--- src/rtl/irmu_pkg.sv ---
`timescale 1ns / 1ps
// Shared types and constants for the Ising ring majority update block.
// No dependencies.
package irmu_pkg;

  localparam int MAX_SITES_DEF = 1024;
  localparam int MAX_RANGE_DEF = 16;

  localparam int REQ_W    = 2;
  localparam int SITE_W   = 10;
  localparam int CNT_W    = 11;
  localparam int MAG_W    = 12;
  localparam int AS_W     = 11;
  localparam int NR_W     = 5;
  localparam int CFG_W    = 11;
  localparam int CFG_IDX_W = 1;

  localparam logic [AS_W-1:0] ACTIVE_SITES_RST   = 11'd1024;
  localparam logic [NR_W-1:0] NEIGHBOR_RANGE_RST = 5'd1;

  localparam logic [CFG_IDX_W-1:0] CFG_ACTIVE_SITES   = 1'b0;
  localparam logic [CFG_IDX_W-1:0] CFG_NEIGHBOR_RANGE = 1'b1;

  typedef enum logic [REQ_W-1:0] {
    REQ_LOAD    = 2'd0,
    REQ_UPDATE  = 2'd1,
    REQ_MEASURE = 2'd2
  } req_t;

endpackage

--- src/rtl/ising_ring_majority_update.sv ---
`timescale 1ns / 1ps
// Top level: ring of spins with per-site persistence marks, zero-temperature update.
// Depends on irmu_pkg.

// After reset the block sweeps both site memories once (in_stall high, configuration
// writes still taken). It then handles one transaction at a time through a single
// read port and a shared spin-count accumulator under a small sequencer. A load, an
// out-of-range site or an unknown request goes straight to the output stage. An update
// reads its own site and then 2*w neighbors one per cycle, w the range in use. A measure
// reads the n active sites one per cycle. A finished result waits in an output register,
// so the next transaction may be accepted meanwhile.
module ising_ring_majority_update #(
  parameter int MAX_SITES = irmu_pkg::MAX_SITES_DEF,
  parameter int MAX_RANGE = irmu_pkg::MAX_RANGE_DEF
) (
  input  logic                                   clk,
  input  logic                                   rst_n,
  input  logic                                   cfg_we,
  input  logic [irmu_pkg::CFG_IDX_W-1:0]         cfg_index,
  input  logic [irmu_pkg::CFG_W-1:0]             cfg_data,
  input  logic                                   in_valid,
  output logic                                   in_stall,
  input  logic [irmu_pkg::REQ_W-1:0]             in_req_type,
  input  logic [irmu_pkg::SITE_W-1:0]            in_site_index,
  input  logic                                   in_spin_value,
  input  logic                                   in_tie_coin,
  output logic                                   out_valid,
  input  logic                                   out_stall,
  output logic                                   out_status,
  output logic                                   out_flipped,
  output logic                                   out_new_spin,
  output logic signed [irmu_pkg::MAG_W-1:0]      out_magnetization,
  output logic [irmu_pkg::CNT_W-1:0]             out_domain_walls,
  output logic [irmu_pkg::CNT_W-1:0]             out_persistent_sites
);
  import irmu_pkg::*;

  localparam int AW  = $clog2(MAX_SITES);
  localparam int NW  = AW + 1;
  localparam int RW  = $clog2(MAX_RANGE + 1);
  localparam int CTW = $clog2(2 * MAX_RANGE);

  typedef enum logic [8:0] {
    S_CLEAR = 9'b000000001,
    S_IDLE  = 9'b000000010,
    S_UPD   = 9'b000000100,
    S_UFIN  = 9'b000001000,
    S_UDEC  = 9'b000010000,
    S_MEAS  = 9'b000100000,
    S_MFIN  = 9'b001000000,
    S_MEND  = 9'b010000000,
    S_OUT   = 9'b100000000
  } state_t;

  state_t state_r, state_nxt;

  logic [AS_W-1:0]  as_r;
  logic [NR_W-1:0]  nr_r;
  logic [NW-1:0]    n_use;
  logic [RW-1:0]    w_use;

  logic [AW-1:0]    ptr_r, ptr_nxt, lptr_r, lptr_nxt;
  logic [AW-1:0]    site_r, site_nxt;
  logic [CTW-1:0]   cnt_r, cnt_nxt;
  logic             coin_r, coin_nxt;
  logic             spin_r, spin_nxt;
  logic             prev_r, prev_nxt, first_r, first_nxt;
  logic [CNT_W-1:0] ups_r, ups_nxt, keep_r, keep_nxt, walls_r, walls_nxt;

  logic             rd_self_r, rd_self_nxt, rd_nb_r, rd_nb_nxt;
  logic             rd_ms_r, rd_ms_nxt, rd_first_r, rd_first_nxt;

  logic             res_status_r, res_status_nxt, res_flipped_r, res_flipped_nxt;
  logic             res_spin_r, res_spin_nxt;
  logic [MAG_W-1:0] res_mag_r, res_mag_nxt;
  logic [CNT_W-1:0] res_walls_r, res_walls_nxt, res_keep_r, res_keep_nxt;

  logic             out_valid_r, out_valid_nxt, out_load;

  logic             spin_mem [MAX_SITES];
  logic             mark_mem [MAX_SITES];
  logic             rd_spin_r, rd_mark_r;
  logic             rd_en, spin_we, mark_we, spin_wd, mark_wd;
  logic [AW-1:0]    rd_addr, wr_addr;

  logic [NW-1:0]    ptr_inc;
  logic [AW-1:0]    ptr_next, lptr_prev, last_site;
  logic [CTW-1:0]   nb_last;
  logic             flip;

  // ring size and range in use
  always_comb begin
    if (as_r < AS_W'(2)) begin
      n_use = NW'(2);
    end else if (32'(as_r) > MAX_SITES) begin
      n_use = NW'(MAX_SITES);
    end else begin
      n_use = NW'(as_r);
    end
    if (nr_r == '0) begin
      w_use = RW'(1);
    end else if (32'(nr_r) > MAX_RANGE) begin
      w_use = RW'(MAX_RANGE);
    end else begin
      w_use = RW'(nr_r);
    end
  end

  assign ptr_inc   = {1'b0, ptr_r} + NW'(1);
  assign last_site = AW'(n_use - NW'(1));
  assign ptr_next  = (ptr_inc == n_use) ? '0 : ptr_inc[AW-1:0];
  assign lptr_prev = (lptr_r == '0) ? last_site : lptr_r - AW'(1);
  assign nb_last   = CTW'((RW + 1)'({w_use, 1'b0}) - (RW + 1)'(1));

  assign flip = spin_r ? ((ups_r < CNT_W'(w_use)) || ((ups_r == CNT_W'(w_use)) && coin_r))
                       : ((ups_r > CNT_W'(w_use)) || ((ups_r == CNT_W'(w_use)) && coin_r));

  assign in_stall = (state_r != S_IDLE);

  always_comb begin
    state_nxt       = state_r;
    ptr_nxt         = ptr_r;
    lptr_nxt        = lptr_r;
    site_nxt        = site_r;
    cnt_nxt         = cnt_r;
    coin_nxt        = coin_r;
    spin_nxt        = spin_r;
    prev_nxt        = prev_r;
    first_nxt       = first_r;
    ups_nxt         = ups_r;
    keep_nxt        = keep_r;
    walls_nxt       = walls_r;
    rd_self_nxt     = 1'b0;
    rd_nb_nxt       = 1'b0;
    rd_ms_nxt       = 1'b0;
    rd_first_nxt    = 1'b0;
    res_status_nxt  = res_status_r;
    res_flipped_nxt = res_flipped_r;
    res_spin_nxt    = res_spin_r;
    res_mag_nxt     = res_mag_r;
    res_walls_nxt   = res_walls_r;
    res_keep_nxt    = res_keep_r;
    rd_en           = 1'b0;
    rd_addr         = ptr_r;
    spin_we         = 1'b0;
    mark_we         = 1'b0;
    spin_wd         = 1'b0;
    mark_wd         = 1'b0;
    wr_addr         = ptr_r;
    out_load        = 1'b0;

    // returning read data
    if (rd_self_r) begin
      spin_nxt = rd_spin_r;
    end
    if (rd_nb_r) begin
      ups_nxt = ups_r + CNT_W'(rd_spin_r);
    end
    if (rd_ms_r) begin
      ups_nxt  = ups_r + CNT_W'(rd_spin_r);
      keep_nxt = keep_r + CNT_W'(rd_mark_r);
      prev_nxt = rd_spin_r;
      if (rd_first_r) begin
        first_nxt = rd_spin_r;
      end else begin
        walls_nxt = walls_r + CNT_W'(rd_spin_r != prev_r);
      end
    end

    unique case (state_r)
      S_CLEAR: begin
        spin_we = 1'b1;
        mark_we = 1'b1;
        spin_wd = 1'b0;
        mark_wd = 1'b1;
        wr_addr = ptr_r;
        ptr_nxt = ptr_r + AW'(1);
        if (32'(ptr_r) == MAX_SITES - 1) begin
          ptr_nxt   = '0;
          state_nxt = S_IDLE;
        end
      end
      S_IDLE: begin
        if (in_valid) begin
          res_status_nxt  = 1'b0;
          res_flipped_nxt = 1'b0;
          res_spin_nxt    = 1'b0;
          res_mag_nxt     = '0;
          res_walls_nxt   = '0;
          res_keep_nxt    = '0;
          priority if ((in_req_type == REQ_LOAD || in_req_type == REQ_UPDATE) &&
                       (32'(in_site_index) >= 32'(n_use))) begin
            res_status_nxt = 1'b1;
            state_nxt      = S_OUT;
          end else if (in_req_type == REQ_LOAD) begin
            spin_we      = 1'b1;
            spin_wd      = in_spin_value;
            wr_addr      = AW'(in_site_index);
            res_spin_nxt = in_spin_value;
            state_nxt    = S_OUT;
          end else if (in_req_type == REQ_UPDATE) begin
            rd_en       = 1'b1;
            rd_addr     = AW'(in_site_index);
            rd_self_nxt = 1'b1;
            site_nxt    = AW'(in_site_index);
            ptr_nxt     = AW'(in_site_index);
            lptr_nxt    = AW'(in_site_index);
            coin_nxt    = in_tie_coin;
            cnt_nxt     = '0;
            ups_nxt     = '0;
            state_nxt   = S_UPD;
          end else if (in_req_type == REQ_MEASURE) begin
            ptr_nxt   = '0;
            ups_nxt   = '0;
            keep_nxt  = '0;
            walls_nxt = '0;
            state_nxt = S_MEAS;
          end else begin
            state_nxt = S_OUT;
          end
        end
      end
      S_UPD: begin
        rd_en     = 1'b1;
        rd_nb_nxt = 1'b1;
        if (!cnt_r[0]) begin
          rd_addr = ptr_next;
          ptr_nxt = ptr_next;
        end else begin
          rd_addr  = lptr_prev;
          lptr_nxt = lptr_prev;
        end
        cnt_nxt = cnt_r + CTW'(1);
        if (cnt_r == nb_last) begin
          state_nxt = S_UFIN;
        end
      end
      S_UFIN: begin
        state_nxt = S_UDEC;
      end
      S_UDEC: begin
        if (flip) begin
          spin_we = 1'b1;
          mark_we = 1'b1;
          spin_wd = !spin_r;
          mark_wd = 1'b0;
        end
        wr_addr         = site_r;
        res_flipped_nxt = flip;
        res_spin_nxt    = spin_r ^ flip;
        state_nxt       = S_OUT;
      end
      S_MEAS: begin
        rd_en        = 1'b1;
        rd_addr      = ptr_r;
        rd_ms_nxt    = 1'b1;
        rd_first_nxt = (ptr_r == '0);
        ptr_nxt      = ptr_next;
        if (ptr_r == last_site) begin
          state_nxt = S_MFIN;
        end
      end
      S_MFIN: begin
        state_nxt = S_MEND;
      end
      S_MEND: begin
        res_mag_nxt   = MAG_W'({ups_r, 1'b0}) - MAG_W'(n_use);
        res_walls_nxt = walls_r + CNT_W'(prev_r != first_r);
        res_keep_nxt  = keep_r;
        state_nxt     = S_OUT;
      end
      S_OUT: begin
        if (!out_valid_r || !out_stall) begin
          out_load  = 1'b1;
          state_nxt = S_IDLE;
        end
      end
      default: begin
        state_nxt = S_CLEAR;
      end
    endcase
  end

  assign out_valid_nxt = out_load || (out_valid_r && out_stall);

  always_ff @(posedge clk) begin
    if (spin_we) begin
      spin_mem[wr_addr] <= spin_wd;
    end
    if (mark_we) begin
      mark_mem[wr_addr] <= mark_wd;
    end
    if (rd_en) begin
      rd_spin_r <= spin_mem[rd_addr];
      rd_mark_r <= mark_mem[rd_addr];
    end
  end

  always_ff @(posedge clk) begin
    if (!rst_n) begin
      state_r     <= S_CLEAR;
      ptr_r       <= '0;
      cnt_r       <= '0;
      rd_self_r   <= 1'b0;
      rd_nb_r     <= 1'b0;
      rd_ms_r     <= 1'b0;
      rd_first_r  <= 1'b0;
      out_valid_r <= 1'b0;
      as_r        <= ACTIVE_SITES_RST;
      nr_r        <= NEIGHBOR_RANGE_RST;
    end else begin
      state_r     <= state_nxt;
      ptr_r       <= ptr_nxt;
      cnt_r       <= cnt_nxt;
      rd_self_r   <= rd_self_nxt;
      rd_nb_r     <= rd_nb_nxt;
      rd_ms_r     <= rd_ms_nxt;
      rd_first_r  <= rd_first_nxt;
      out_valid_r <= out_valid_nxt;
      if (cfg_we && cfg_index == CFG_ACTIVE_SITES) begin
        as_r <= cfg_data[AS_W-1:0];
      end
      if (cfg_we && cfg_index == CFG_NEIGHBOR_RANGE) begin
        nr_r <= cfg_data[NR_W-1:0];
      end
    end
  end

  always_ff @(posedge clk) begin
    lptr_r        <= lptr_nxt;
    site_r        <= site_nxt;
    coin_r        <= coin_nxt;
    spin_r        <= spin_nxt;
    prev_r        <= prev_nxt;
    first_r       <= first_nxt;
    ups_r         <= ups_nxt;
    keep_r        <= keep_nxt;
    walls_r       <= walls_nxt;
    res_status_r  <= res_status_nxt;
    res_flipped_r <= res_flipped_nxt;
    res_spin_r    <= res_spin_nxt;
    res_mag_r     <= res_mag_nxt;
    res_walls_r   <= res_walls_nxt;
    res_keep_r    <= res_keep_nxt;
    if (out_load) begin
      out_status           <= res_status_r;
      out_flipped          <= res_flipped_r;
      out_new_spin         <= res_spin_r;
      out_magnetization    <= $signed(res_mag_r);
      out_domain_walls     <= res_walls_r;
      out_persistent_sites <= res_keep_r;
    end
  end

  assign out_valid = out_valid_r;

endmodule

--- config.mk ---
export PLATFORM = sky130hd
export DESIGN_NAME = ising_ring_majority_update
export DESIGN_NICKNAME = d
export VERILOG_FILES = /design/src/rtl/irmu_pkg.sv /design/src/rtl/ising_ring_majority_update.sv
export SDC_FILE = /design/constraint.sdc
export NUM_CORES = 2
export LEC_CHECK = 0
export BUFFER_PORTS_ARGS = -buffer_cell sky130_fd_sc_hd__buf_2
export CORE_MARGIN = 5
export CORE_UTILIZATION = 64
export DETAILED_ROUTE_END_ITERATION = 10
export PLACE_DENSITY_LB_ADDON = 0.08
export SLEW_MARGIN = 10
export SYNTH_ARGS = -nofsm -noshare
export SYNTH_HDL_FRONTEND = slang
export SYNTH_SLANG_ARGS = --single-unit
export TNS_END_PERCENT = 5
--- constraint.sdc ---
create_clock -name clk -period 26.6 [get_ports clk]
set_input_delay 2.66 -clock clk [delete_from_list [all_inputs] [get_ports clk]]
set_output_delay 2.66 -clock clk [all_outputs]
set_load 0.01 [all_outputs]
==> results by group <==
Global routing
  – Total Routing Usage GR: between 30% and 40%
  – Overflow left after global routing: 0
  – First-pass GRT wire length: between 400000 and 500000 µm
  – Vias in the first global route: between 60000 and 70000
  – Largest net degree at the start of global routing: between 300 and 400
  – Antenna violations before repair: 19

Place
  – RD Place Congestion: 0.915
  – IO Port Bufs: between 60 and 70
  – Setup slack at placement: between 15000 and 20000 ps
  – DP HPWL: approximately 170000 µm

Layout
  – Layout cells sized above 1: 7.17%
  – Layout area overhead: 8.47%
  – Final nets: 9074

Synthesis
  – Cell area after synthesis: 100000 µm²
  – Post-synthesis cell count: 9319
  – Yosys reg bits: 2226
  – Mean cell area of the mapped netlist: ~11 µm²
  – Top post-synthesis cells by area: edfxtp_1 (64%), nor2_1 (8.4%), nand2_1 (6.3%)
  – Synth top area share: about 64%
  – Number of enable flip-flop cells after synthesis: 2148
  – Count leader, synth: nor2_1
  – Net Count, Synth: 9396
  – Post-synth top cells: nor2_1 (2229), edfxtp_1 (2148), nand2_1 (1687), nand3_1 (715), clkbuf_1 (490)
  – Post-synth ARST share: 0%
  – Synth cell types: 84
  – Ys Warns: 0
  – Largest area contributor in the netlist: edfxtp_1
  – Main synth FF type: edfxtp_1
  – Sequential area share after synthesis: 66.0%

Detailed routing
  – Post-route ant nets: 0
  – Via count: 75600
  – Avg Vias per Cell: 6.71
  – Routed wire per std cell: just under 30 µm
  – Drt pass-1 iters: 7
  – Initial drt markers: 13000
  – # DRC: 0
  – Total Wirelength: approximately 330000 µm

Clock network
  – Clock tree root buffer cell: clkbuf_16
  – Clk Latency, worst-skew pair: approximately 860 ps
  – CTS H-tree depth: 4
  – Gates resized, CTS repair: 0
  – Total CTS buffers: approximately 220
  – CTS sink cnt: around 2200
  – Post-CTS Setup Repair Bufs: 0
  – CTS tree: done
  – Clock buffer depth: 3
  – Hold Buf Count CTS: 0
  – Worst-path clk slew: 60 ps

Timing
  – Final setup fails: 0
  – Final Worst Setup Slack: about 17000 ps
  – Crit path time final: ~9000 ps
  – Final hold violations: 0
  – Worst-margin pin slew: ~1400 ps
  – Unrepaired setup endpoints after global routing: false
  – Final Skew: 47.2 ps
  – Max-slew violations: 0
  – Fmax: around 0.11 GHz
  – Slew margin rel.: roughly 5.5%
  – Setup TNS: 0 ps
  – Final worst path period share: between 30% and 40%

Floorplan
  – # IOs: 70
  – Starting density of the core: roughly 64%
  – Die Y: slightly above 400 µm
  – Die width: 406 µm
  – Core Area: between 150000 and 200000 µm²
  – # rows: approximately 150
  – Die Area: roughly 160000 µm²

Power
  – Net Sw Frac: around 28%
  – Clock share of power: approximately 37%
  – Maximum VDD drop: approximately 76 µV
  – Sequential fraction of design power: a little under half
  – Leakage: ~36 nW
  – PD cells: approximately 75 nW/µm²
  – Logic pwr share: approximately 15%
  – Int Pwr: approximately 0.006 W
  – Total chip power: 0.00813 W
  – Net switching power: between 0.002 and 0.0025 W

Worst setup path
  – CP Capture Type: flip-flop
  – CP Data Arrival Time: between 9000 and 10000 ps
  – Setup crit start kind: primary input
  – CP required: approximately 27000 ps
  – CP max FO: approximately 140
  – Critical path type: primary input to flip-flop

Hold path
  – Worst Hold Class: flip-flop to flip-flop

Status
  – Status: finished, final reports clean

Flow run
  – Max Cap Viol: 0
==> worst max-delay path, cell delays in order <==
cell	delay [ps]
buf_2	180
ha_1	320
and3_1	200
a22oi_1	260
o211a_1	310
a21o_1	210
a21oi_1	90
buf_4	220
a211oi_4	800
buf_4	660
buf_12	480
mux2i_1	280
o22ai_1	120
nor4_1	530
o22ai_1	350
a22o_1	420
nor4_1	1070
o32ai_1	200
==> power by group through the flow <==
stage | Sequential (W) | Clock, W | Combinational [W]
after floorplan | 0.00402 | 0 | 0.000750
after global placement | 0.00395 | 0 | 0.00115
after detailed placement | 0.00396 | 0 | 0.00116
after CTS | 0.00388 | 0.00304 | 0.00116
after global routing | 0.00388 | 0.00320 | 0.00126
final | 0.00388 | 0.00304 | 0.00121
==> layout make-up <==
type	instances	area, µm²
inverter	50	195
fill	11500	47200
clock buffer	283	5880
antenna	24	60.1
multi-input combinational	6247	31000
sequential	2226	66100
tap	2058	2570
clock inverter	133	1070
timing repair buffer	249	1770
==> worst paths after layout <==
| check | to | slack [ps] | cells after the start | startpoint |
|---|---|---|---|---|
| worst min register to register | out_persistent_sites[2] | 420 | 0 | res_keep_r[2] |
| worst max register to register | rd_mark_r | 17440 | 17 | ptr_r[0] |
| worst min-delay path | out_persistent_sites[2] | 420 | 0 | res_keep_r[2] |
| worst max-delay path | rd_mark_r | 17330 | 18 | in_site_index[7] |
==> sequential cells by signal (all words and copies together), names as in the netlist, 11 cells and up <==
name                  cells
as_r                     11
keep_r                   11
out_domain_walls         11
res_keep_r               11
spin_mem               1024
out_magnetization        12
res_walls_r              11
mark_mem               1024
ups_r                    11
out_persistent_sites     11
walls_r                  11
res_mag_r                12
==> logic make-up after synthesis <==
| family | share of synthesized area [%] |
|---|---|
| adder cells (fa/ha/maj) | 0.582 |
| AO/OA/AOI/OAI | 5.74 |
| multiplexers | 2.98 |
| AND/OR/NAND/NOR | 20.4 |
| buffers and inverters | 3.61 |
| XOR/XNOR | 0.753 |
| flip-flops | 66.0 |
==> per-stage QoR <==
| step | instance area (µm²) | instances | hold WS [ps] | utilization [%] |
|---|---|---|---|---|
| floorplan | 100000 | 9319 | 400 | - |
| global placement | 102000 | 10800 | 402 | 65.2 |
| detailed placement | 102000 | 10800 | 405 | 65.2 |
| CTS | 109000 | 11200 | 418 | 69.7 |
| global route | 109000 | 11200 | 421 | 69.7 |
| finish | 109000 | 11300 | 417 | 69.7 |
==> routing by layer <==
layer  GRT usage, %  part of all wire (%)  vias to the layer above
li1               -                     -                    32000
met1           52.5                    35                    36600
met2           57.4                    44                     5833
met3           11.9                    15                     1215
met4           22.2                   6.7                        6
met5          0.297                 0.026                        -
==> cell usage in the layout, fill, tap and decap left out, types with 24 or more instances in the layout <==
cell	netlist	final
nor3_1	47	41
and2_1	30	30
edfxtp_1	2148	2148
mux2i_1	291	291
clkinv_2	0	42
ha_1	45	45
xor2_1	39	39
a32oi_1	44	44
clkbuf_16	0	225
and3_1	72	71
a21o_1	32	32
a21oi_1	279	275
dfxtp_1	78	78
nand2_4	0	30
a31oi_1	69	69
nand2_1	1687	1653
o21ai_0	71	70
o22ai_1	57	56
xnor2_1	42	42
buf_4	34	174
clkbuf_1	490	55
o211ai_1	26	26
inv_1	46	45
nand4_1	76	76
nor4_1	28	28
nand3_1	715	714
nor2_1	2229	2205
a311oi_1	24	24
clkinv_1	4	60
a211oi_1	26	26
a22oi_1	44	43
diode_2	0	24
buf_2	242	69
Note: power is estimated with default switching activity, not from simulation.
